[src/rtl/i2cm_pkg.sv]
// ----------------------------------------------------------------------------
// I2C master byte engine package
// Transaction types, action codes, register indexes and sequencer phases
// shared by the byte engine modules.
// ----------------------------------------------------------------------------
package i2cm_pkg;

   localparam logic [2:0] ACT_START = 3'd0;
   localparam logic [2:0] ACT_STOP  = 3'd1;
   localparam logic [2:0] ACT_WRITE = 3'd2;
   localparam logic [2:0] ACT_WAIT  = 3'd3;
   localparam logic [2:0] ACT_READ  = 3'd4;
   localparam logic [2:0] ACT_TICK  = 3'd5;

   localparam logic [1:0] CSR_ACK_POLL_LIMIT = 2'd0;
   localparam logic [1:0] CSR_HOLD_TICKS     = 2'd1;
   localparam logic [1:0] CSR_HALF_TICKS     = 2'd2;

   localparam logic [7:0] ACK_POLL_LIMIT_RST = 8'd250;
   localparam logic [3:0] HOLD_TICKS_RST     = 4'd4;
   localparam logic [3:0] HALF_TICKS_RST     = 4'd2;
   localparam logic [7:0] POLL_MAX           = 8'hFF;

   typedef enum logic [4:0] {
      PH_IDLE    = 5'd0,
      PH_ST_A    = 5'd1,
      PH_ST_B    = 5'd2,
      PH_SP_A    = 5'd3,
      PH_SP_B    = 5'd4,
      PH_SP_C    = 5'd5,
      PH_WR_LO   = 5'd6,
      PH_WR_HI   = 5'd7,
      PH_AK_LO   = 5'd8,
      PH_AK_POLL = 5'd9,
      PH_RD_LO   = 5'd10,
      PH_RD_HI   = 5'd11,
      PH_RA_LO   = 5'd12,
      PH_RA_HI   = 5'd13
   } phase_type;

   typedef struct packed {
      logic [2:0] action;
      logic [7:0] data_byte;
      logic       ack_after_read;
      logic       sda_level;
   } req_type;

   typedef struct packed {
      logic       scl_release;
      logic       sda_release;
      logic       busy_res;
      logic       done_res;
      logic [7:0] read_data;
      logic       ack_timeout;
      logic       rejected;
   } rsp_type;

   typedef struct packed {
      logic [7:0] ack_poll_limit;
      logic [3:0] hold_ticks;
      logic [3:0] half_ticks;
   } cfg_type;

endpackage

[src/rtl/i2cm_seq.sv]
// ----------------------------------------------------------------------------
// I2C master byte engine sequencer
// Bus phase state machine: takes one registered transaction per enabled
// cycle, updates the line, shift and count state and forms its response.
// ----------------------------------------------------------------------------
module i2cm_seq (
   input  logic             clock,
   input  logic             reset,
   input  logic             enable,
   input  i2cm_pkg::req_type req,
   input  i2cm_pkg::cfg_type cfg,
   output i2cm_pkg::rsp_type rsp
);
   import i2cm_pkg::*;

   phase_type  phase_ff, phase_in;
   logic [2:0] bit_index_ff, bit_index_in;
   logic [7:0] shift_byte_ff, shift_byte_in;
   logic [3:0] delay_count_ff, delay_count_in;
   logic [7:0] poll_count_ff, poll_count_in;
   logic       ack_choice_ff, ack_choice_in;
   logic       scl_ff, scl_in;
   logic       sda_ff, sda_in;
   logic [7:0] last_read_ff, last_read_in;
   logic       timeout_ff, timeout_in;

   logic       done;
   logic       rej;
   logic       fin;
   logic [3:0] hold_lim;
   logic [3:0] half_lim;
   logic [7:0] poll_lim;
   logic [3:0] lim;
   logic [3:0] delay_inc;
   logic       hit;
   logic [7:0] poll_sat;

   assign hold_lim  = (cfg.hold_ticks == 4'd0) ? 4'd1 : cfg.hold_ticks;
   assign half_lim  = (cfg.half_ticks == 4'd0) ? 4'd1 : cfg.half_ticks;
   assign poll_lim  = (cfg.ack_poll_limit == 8'd0) ? 8'd1 : cfg.ack_poll_limit;
   assign lim       = (phase_ff inside {PH_ST_A, PH_ST_B, PH_SP_A, PH_SP_B, PH_SP_C})
                      ? hold_lim : half_lim;
   assign delay_inc = delay_count_ff + 4'd1;
   assign hit       = (delay_inc >= lim);
   assign poll_sat  = (poll_count_ff < POLL_MAX) ? poll_count_ff + 8'd1 : poll_count_ff;

   // next state
   always_comb begin
      phase_in       = phase_ff;
      bit_index_in   = bit_index_ff;
      shift_byte_in  = shift_byte_ff;
      delay_count_in = delay_count_ff;
      poll_count_in  = poll_count_ff;
      ack_choice_in  = ack_choice_ff;
      scl_in         = scl_ff;
      sda_in         = sda_ff;
      last_read_in   = last_read_ff;
      timeout_in     = timeout_ff;
      done           = 1'b0;
      rej            = 1'b0;
      fin            = 1'b0;
      if (req.action inside {[ACT_START:ACT_READ]}) begin
         if (phase_ff != PH_IDLE) begin
            rej = 1'b1;
         end else begin
            timeout_in     = 1'b0;
            delay_count_in = 4'd0;
            bit_index_in   = 3'd0;
            case (req.action)
               ACT_START: begin
                  scl_in   = 1'b1;
                  sda_in   = 1'b1;
                  phase_in = PH_ST_A;
               end
               ACT_STOP: begin
                  scl_in   = 1'b0;
                  sda_in   = 1'b0;
                  phase_in = PH_SP_A;
               end
               ACT_WRITE: begin
                  shift_byte_in = req.data_byte;
                  scl_in        = 1'b0;
                  sda_in        = req.data_byte[7];
                  phase_in      = PH_WR_LO;
               end
               ACT_WAIT: begin
                  scl_in        = 1'b0;
                  sda_in        = 1'b1;
                  poll_count_in = 8'd0;
                  phase_in      = PH_AK_LO;
               end
               default: begin
                  ack_choice_in = req.ack_after_read;
                  shift_byte_in = 8'd0;
                  scl_in        = 1'b0;
                  sda_in        = 1'b1;
                  phase_in      = PH_RD_LO;
               end
            endcase
         end
      end else if (req.action == ACT_TICK && phase_ff != PH_IDLE) begin
         if (phase_ff != PH_AK_POLL) begin
            delay_count_in = hit ? 4'd0 : delay_inc;
         end
         case (phase_ff)
            PH_ST_A: begin
               if (hit) begin
                  scl_in   = 1'b1;
                  sda_in   = 1'b0;
                  phase_in = PH_ST_B;
               end
            end
            PH_ST_B: begin
               if (hit) begin
                  scl_in = 1'b0;
                  sda_in = 1'b0;
                  fin    = 1'b1;
               end
            end
            PH_SP_A: begin
               if (hit) begin
                  scl_in   = 1'b1;
                  sda_in   = 1'b0;
                  phase_in = PH_SP_B;
               end
            end
            PH_SP_B: begin
               if (hit) begin
                  scl_in   = 1'b1;
                  sda_in   = 1'b1;
                  phase_in = PH_SP_C;
               end
            end
            PH_SP_C: begin
               fin = hit;
            end
            PH_WR_LO, PH_RD_LO, PH_RA_LO: begin
               if (hit) begin
                  scl_in   = 1'b1;
                  phase_in = (phase_ff == PH_WR_LO) ? PH_WR_HI :
                             (phase_ff == PH_RD_LO) ? PH_RD_HI : PH_RA_HI;
               end
            end
            PH_WR_HI: begin
               if (hit) begin
                  scl_in = 1'b0;
                  if (bit_index_ff == 3'd7) begin
                     bit_index_in = 3'd0;
                     fin          = 1'b1;
                  end else begin
                     bit_index_in  = bit_index_ff + 3'd1;
                     shift_byte_in = {shift_byte_ff[6:0], 1'b0};
                     sda_in        = shift_byte_ff[6];
                     phase_in      = PH_WR_LO;
                  end
               end
            end
            PH_AK_LO: begin
               if (hit) begin
                  scl_in        = 1'b1;
                  poll_count_in = 8'd0;
                  phase_in      = PH_AK_POLL;
               end
            end
            PH_AK_POLL: begin
               if (!req.sda_level) begin
                  scl_in = 1'b0;
                  fin    = 1'b1;
               end else begin
                  poll_count_in = poll_sat;
                  if (poll_sat >= poll_lim) begin
                     timeout_in     = 1'b1;
                     scl_in         = 1'b0;
                     sda_in         = 1'b0;
                     delay_count_in = 4'd0;
                     phase_in       = PH_SP_A;
                  end
               end
            end
            PH_RD_HI: begin
               if (hit) begin
                  shift_byte_in = {shift_byte_ff[6:0], req.sda_level};
                  scl_in        = 1'b0;
                  if (bit_index_ff == 3'd7) begin
                     bit_index_in = 3'd0;
                     sda_in       = ~ack_choice_ff;
                     phase_in     = PH_RA_LO;
                  end else begin
                     bit_index_in = bit_index_ff + 3'd1;
                     sda_in       = 1'b1;
                     phase_in     = PH_RD_LO;
                  end
               end
            end
            PH_RA_HI: begin
               if (hit) begin
                  scl_in       = 1'b0;
                  last_read_in = shift_byte_ff;
                  fin          = 1'b1;
               end
            end
            default: begin
               fin = 1'b0;
            end
         endcase
         if (fin) begin
            phase_in       = PH_IDLE;
            delay_count_in = 4'd0;
            done           = 1'b1;
         end
      end
   end

   // response
   always_comb begin
      rsp.scl_release = scl_in;
      rsp.sda_release = sda_in;
      rsp.busy_res    = (phase_in != PH_IDLE);
      rsp.done_res    = done;
      rsp.read_data   = last_read_in;
      rsp.ack_timeout = timeout_in;
      rsp.rejected    = rej;
   end

   always_ff @(posedge clock) begin
      if (reset) begin
         phase_ff       <= PH_IDLE;
         bit_index_ff   <= 3'd0;
         shift_byte_ff  <= 8'd0;
         delay_count_ff <= 4'd0;
         poll_count_ff  <= 8'd0;
         ack_choice_ff  <= 1'b0;
         scl_ff         <= 1'b1;
         sda_ff         <= 1'b1;
         last_read_ff   <= 8'd0;
         timeout_ff     <= 1'b0;
      end else if (enable) begin
         phase_ff       <= phase_in;
         bit_index_ff   <= bit_index_in;
         shift_byte_ff  <= shift_byte_in;
         delay_count_ff <= delay_count_in;
         poll_count_ff  <= poll_count_in;
         ack_choice_ff  <= ack_choice_in;
         scl_ff         <= scl_in;
         sda_ff         <= sda_in;
         last_read_ff   <= last_read_in;
         timeout_ff     <= timeout_in;
      end
   end

endmodule

[src/rtl/i2c_master_byte_engine_top.sv]
// ----------------------------------------------------------------------------
// I2C master byte engine
// Command and tick sequencer driving open-drain SCL and SDA for one master.
//
// The req channel carries one transaction per command or tick; each yields
// exactly one rsp transaction with the line drive levels, busy, done, the
// last read byte, the ack timeout flag and a reject flag for commands that
// arrive while busy. Ticks advance time and carry the sampled SDA level.
// A transaction is registered on entry, evaluated by the sequencer and
// registered again on exit on its way to rsp, and one transaction is taken
// every cycle while rsp is not stalled.
// A stall on rsp holds the output register; the input register still takes
// one more transaction, after which req_stall rises until rsp moves.
// Synchronous reset empties both registers, puts the lines released high,
// clears all sequencer state and loads the register defaults (poll limit
// 250, hold 4 ticks, half bit 2 ticks). The csr port writes a register and
// is to be used only while no transaction is outstanding (not enforced).
// ----------------------------------------------------------------------------
module i2c_master_byte_engine_top (
   input  logic              clock,
   input  logic              reset,
   input  logic              req_valid,
   output logic              req_stall,
   input  i2cm_pkg::req_type req_data,
   output logic              rsp_valid,
   input  logic              rsp_stall,
   output i2cm_pkg::rsp_type rsp_data,
   input  logic              csr_we,
   input  logic [1:0]        csr_index,
   input  logic [7:0]        csr_wdata
);
   import i2cm_pkg::*;

   logic    in_valid_ff, in_valid_in;
   req_type in_item_ff;
   logic    out_valid_ff, out_valid_in;
   rsp_type out_item_ff;
   cfg_type cfg_ff;
   rsp_type seq_rsp;
   logic    fire;
   logic    req_take;

   assign fire        = in_valid_ff && (!out_valid_ff || !rsp_stall);
   assign req_stall   = in_valid_ff && !fire;
   assign req_take    = req_valid && !req_stall;
   assign in_valid_in = req_take || (in_valid_ff && !fire);
   assign out_valid_in = fire || (out_valid_ff && rsp_stall);

   i2cm_seq u_seq (
      .clock  (clock),
      .reset  (reset),
      .enable (fire),
      .req    (in_item_ff),
      .cfg    (cfg_ff),
      .rsp    (seq_rsp)
   );

   always_ff @(posedge clock) begin
      if (reset) begin
         in_valid_ff  <= 1'b0;
         out_valid_ff <= 1'b0;
      end else begin
         in_valid_ff  <= in_valid_in;
         out_valid_ff <= out_valid_in;
      end
   end

   always_ff @(posedge clock) begin
      if (req_take) begin
         in_item_ff <= req_data;
      end
      if (fire) begin
         out_item_ff <= seq_rsp;
      end
   end

   always_ff @(posedge clock) begin
      if (reset) begin
         cfg_ff.ack_poll_limit <= ACK_POLL_LIMIT_RST;
         cfg_ff.hold_ticks     <= HOLD_TICKS_RST;
         cfg_ff.half_ticks     <= HALF_TICKS_RST;
      end else if (csr_we) begin
         case (csr_index)
            CSR_ACK_POLL_LIMIT: cfg_ff.ack_poll_limit <= csr_wdata;
            CSR_HOLD_TICKS:     cfg_ff.hold_ticks     <= csr_wdata[3:0];
            CSR_HALF_TICKS:     cfg_ff.half_ticks     <= csr_wdata[3:0];
            default:            cfg_ff                <= cfg_ff;
         endcase
      end
   end

   assign rsp_valid = out_valid_ff;
   assign rsp_data  = out_item_ff;

   a_done_not_rejected : assert property (@(posedge clock) disable iff (reset)
      rsp_valid |-> !(rsp_data.done_res && rsp_data.rejected))
      else $error("done and rejected on one transaction");

   a_done_idle : assert property (@(posedge clock) disable iff (reset)
      (rsp_valid && rsp_data.done_res) |-> !rsp_data.busy_res)
      else $error("done while still busy");

   a_stall_needs_item : assert property (@(posedge clock) disable iff (reset)
      !in_valid_ff |-> !req_stall)
      else $error("req stalled with empty input register");

   a_fire_loads_output : assert property (@(posedge clock) disable iff (reset)
      fire |=> rsp_valid)
      else $error("evaluated transaction lost");

endmodule
[config.mk]
export PLATFORM = sky130hd
export DESIGN_NAME = i2c_master_byte_engine_top
export DESIGN_NICKNAME = d
export VERILOG_FILES = /design/src/rtl/i2cm_pkg.sv /design/src/rtl/i2cm_seq.sv /design/src/rtl/i2c_master_byte_engine_top.sv
export SDC_FILE = /design/constraint.sdc
export NUM_CORES = 1
export LEC_CHECK = 0
export BUFFER_PORTS_ARGS = -buffer_cell sky130_fd_sc_hd__buf_4
export CAP_MARGIN = 20
export CORE_MARGIN = 3
export CORE_UTILIZATION = 37
export DETAILED_ROUTE_END_ITERATION = 7
export HOLD_SLACK_MARGIN = 0.1
export REMOVE_ABC_BUFFERS = 1
export SLEW_MARGIN = 20
export SYNTH_ARGS = -nofsm -noshare
export SYNTH_HDL_FRONTEND = slang
export SYNTH_SLANG_ARGS = --single-unit
[constraint.sdc]
create_clock -name clock -period 3.8 [get_ports clock]
set_input_delay 0.19 -clock clock [delete_from_list [all_inputs] [get_ports clock]]
set_output_delay 0.19 -clock clock [all_outputs]
set_load 0.03 [all_outputs]
==> reports/results.ini <==
[sta]
tns_ns = 0
fin_crit_sh = 0.935
hold_violations = 0
period_minus_slack_ns = 3.55
fmax_mhz = 281
worstMarginPinSlew_ns = 0.932
slew_viol_final = 0
relSlewSlack = 0.374
worst_clock_skew_ns = 0.00623
setup_violations = 0
rsz0062_at_grt = true

[worst_setup_path]
critPathCaptureType = flip-flop
required_ns = 3.89
critPathMaxFanout = 9
worst_path_most_repeated_cell = ha_1
start_kind = flip-flop
cp_cell_sequence = ha_1 > nand4_1 > and4_1 > xor2_1 > ha_1 > a21oi_1 > o21ai_0 > a21oi_4 > o21ai_1 > a31oi_1 > or3b_1
cp_slowest_cell = dfxtp_1
worstPathArrival_ns = 3.64
path_delay_family = simple AND/OR/NAND/NOR gates
cp_num_buf_inv = 0
crit_type = flip-flop to flip-flop
crit_path_max_incr_delay_ns = 0.45

[place]
io_buffers = 43
routabilityCongestion = 0.931
hpwl_um = 8880

[logic_synthesis]
synth_top_area_frac = 0.246
synth_area_sq_um = 4720
postSynthAreaPerCell_sq_um = 9.07
postSynthCellCount = 520
yosysWarnings = 0
ys_ff_latch = 85
seq_area_frac_synth = 0.418
synth_common_cells = 58 x dfxtp_1, 53 x nand2_1, 42 x a21oi_1
yosys-top-cells-area = dfxtp_1 25%, edfxtp_1 17%, a21oi_1 4.5%
synth-edff-count = 27
synthFlopType = dfxtp_1
yosysMostFrequentCell = dfxtp_1
synth-async-reset-ratio = 0
synth_cell_types = 75
yosysTopAreaCell = dfxtp_1

[clocking]
cts.path.max_buffers = 2
clkTransAtPathRegs_ns = 0.06
h-tree-depth = 3
cts_tree = done
cts_setup_buffers = 0
clock-root-buffer = clkbuf_16
numClockSinks = 85
cts_buffers = 9
clk_latency_ns = 0.35

[die]
core_sq_um = 12200
io_pins = 44
fp.dieW_um = 119
start_util = 0.386
rows = 40
die_h_um = 119
dieArea_sq_um = 14100

[route]
drtPass1Iterations = 5
wirelength_um = 12600
post_drt_wl_per_cell_um = 16.6
ant_nets = 0
dr_total_vias = 4243
drt_iter0_markers = 283
vias_per_cell = 5.61
drc = 0

[cells_and_area]
fillers = 1178
drive_gt1_frac = 0.168
final_nets = 628
n_antenna_cell = 0
final_util = 0.475
layout-area-overhead-vs-synth_pct = 22.9

[min_path]
hold_class = input pin to flip-flop

[run]
cap_violations = 0

[global_routing]
grt_max_degree = 40
grt_first_pass_wirelength_um = 20600
grt_usage = 0.181
overflow = 0
first_global_vias = 4018
antenna_found_initial = 0

[power]
p_per_area_nw_per_um2 = 389
irDropWorstVdd_v = 0.000327
p_leak_nw = 2.23

[outcome]
status = finished, final reports clean

repair_timing:
action / 4_1_cts / 5_1_grt
gates resized for setup: 0 / 3
setup endpoints to repair: 0 / 5
hold buffers: 23 / 0
endpoints found under the hold margin: 27 / 0
path summary, 6_finish.rpt:
check,start,to,slack [ns],cells after the start
worst min-delay path,csr_index[0],cfg_ff[9]$_SDFFE_PP1P_,0.25,3
worst max-delay path,u_seq.poll_count_ff[0]$_SDFFE_PP0P_,rsp_data[12]$_DFFE_PP_,0.25,11
worst min register to register,u_seq.last_read_ff[1]$_SDFFE_PP0P_,u_seq.last_read_ff[1]$_SDFFE_PP0P_,0.46,2
worst max register to register,u_seq.poll_count_ff[0]$_SDFFE_PP0P_,rsp_data[12]$_DFFE_PP_,0.25,11
where the power goes:
part / total, mW / switching [mW] / internal, mW
Clock: 0.893 / 0.377 / 0.516
Combinational: 0.364 / 0.211 / 0.153
Sequential: 0.997 / 0.0253 / 0.972
Total: 2.25 / 0.614 / 1.64
stage by stage:
stage / worst slack, ns / instance area [sq um] / hold WS, ns / instances / power, mW
floorplan: 0.356 / 4600 / 0.255 / 491 / 1.22
global placement: 0.107 / 5260 / 0.370 / 718 / 1.35
detailed placement: 0.133 / 5260 / 0.369 / 718 / 1.36
CTS: 0.100 / 5790 / 0.246 / 757 / 2.27
global route: -0.0121 / 5800 / 0.291 / 757 / 2.35
finish: 0.247 / 5800 / 0.252 / 757 / 2.25
cell usage in the layout (no fill, tap or decap), types with 5 or more instances in the layout:
| cell | instances |
|---|---|
| a211oi_1 | 12 |
| a21o_1 | 6 |
| a21oi_1 | 41 |
| a22oi_1 | 10 |
| buf_4 | 59 |
| clkbuf_16 | 9 |
| dfxtp_1 | 58 |
| dlygate4sd3_1 | 23 |
| edfxtp_1 | 27 |
| ha_1 | 16 |
| inv_1 | 13 |
| mux2_2 | 8 |
| mux2i_1 | 13 |
| nand2_1 | 53 |
| nand2b_1 | 9 |
| nand3_1 | 17 |
| nand3b_1 | 5 |
| nand4_1 | 9 |
| nor2_1 | 41 |
| nor2b_1 | 8 |
| nor3_1 | 13 |
| o211ai_1 | 14 |
| o21a_1 | 7 |
| o21ai_0 | 24 |
| o21ai_1 | 8 |
metal layers:
layer | vias up | global-route usage | part of all wire
met1 | 2020 | 0.246 | 0.47
met3 | 23 | 0.0404 | 0.055
li1 | 2074 | - | -
met5 | - | 0 | 0
met4 | 0 | 0.0862 | 0.029
met2 | 126 | 0.271 | 0.44
flip-flops by register name, indices dropped and copies added, names as in the netlist, 3 cells and up:
register / cells
rsp_data: 14
cfg_ff: 16
u_seq.last_read_ff: 8
in_item_ff: 13
u_seq.phase_ff: 5
u_seq.poll_count_ff: 8
u_seq.bit_index_ff: 3
u_seq.shift_byte_ff: 8
u_seq.delay_count_ff: 4
layout make-up:
type                            instances  area (sq um)  area share
Inverter                               14          52.6     0.00907
Timing Repair Buffer                   82           673       0.116
Multi-Input combinational cell        392          2590       0.447
Tap cell                              168           210      0.0363
Clock inverter                          6          71.3      0.0123
Sequential cell                        85          1970       0.340
Clock buffer                           10           229      0.0395
logic make-up (layout without fill, tap and decap cells):
family	Yosys count	count (layout)	share of synthesized area
flops	85	85	0.418
compound gates	165	165	0.245
fa+ha+maj	16	16	0.0425
mux	22	22	0.0491
xor+xnor	6	6	0.0111
simple gates	183	183	0.198
buf+inv	43	112	0.0363
worst reg2reg max path, delay by kind of cell, from the launching register on:
| family | cells | cell delay [ns] |
|---|---|---|
| AND/OR/NAND/NOR | 3 | 1.10 |
| flip-flops | 1 | 0.45 |
| adder cells (fa/ha/maj) | 2 | 0.64 |
| AO/OA/AOI/OAI | 5 | 0.96 |
| XOR/XNOR | 1 | 0.16 |
(Power assumes the default switching activity.)
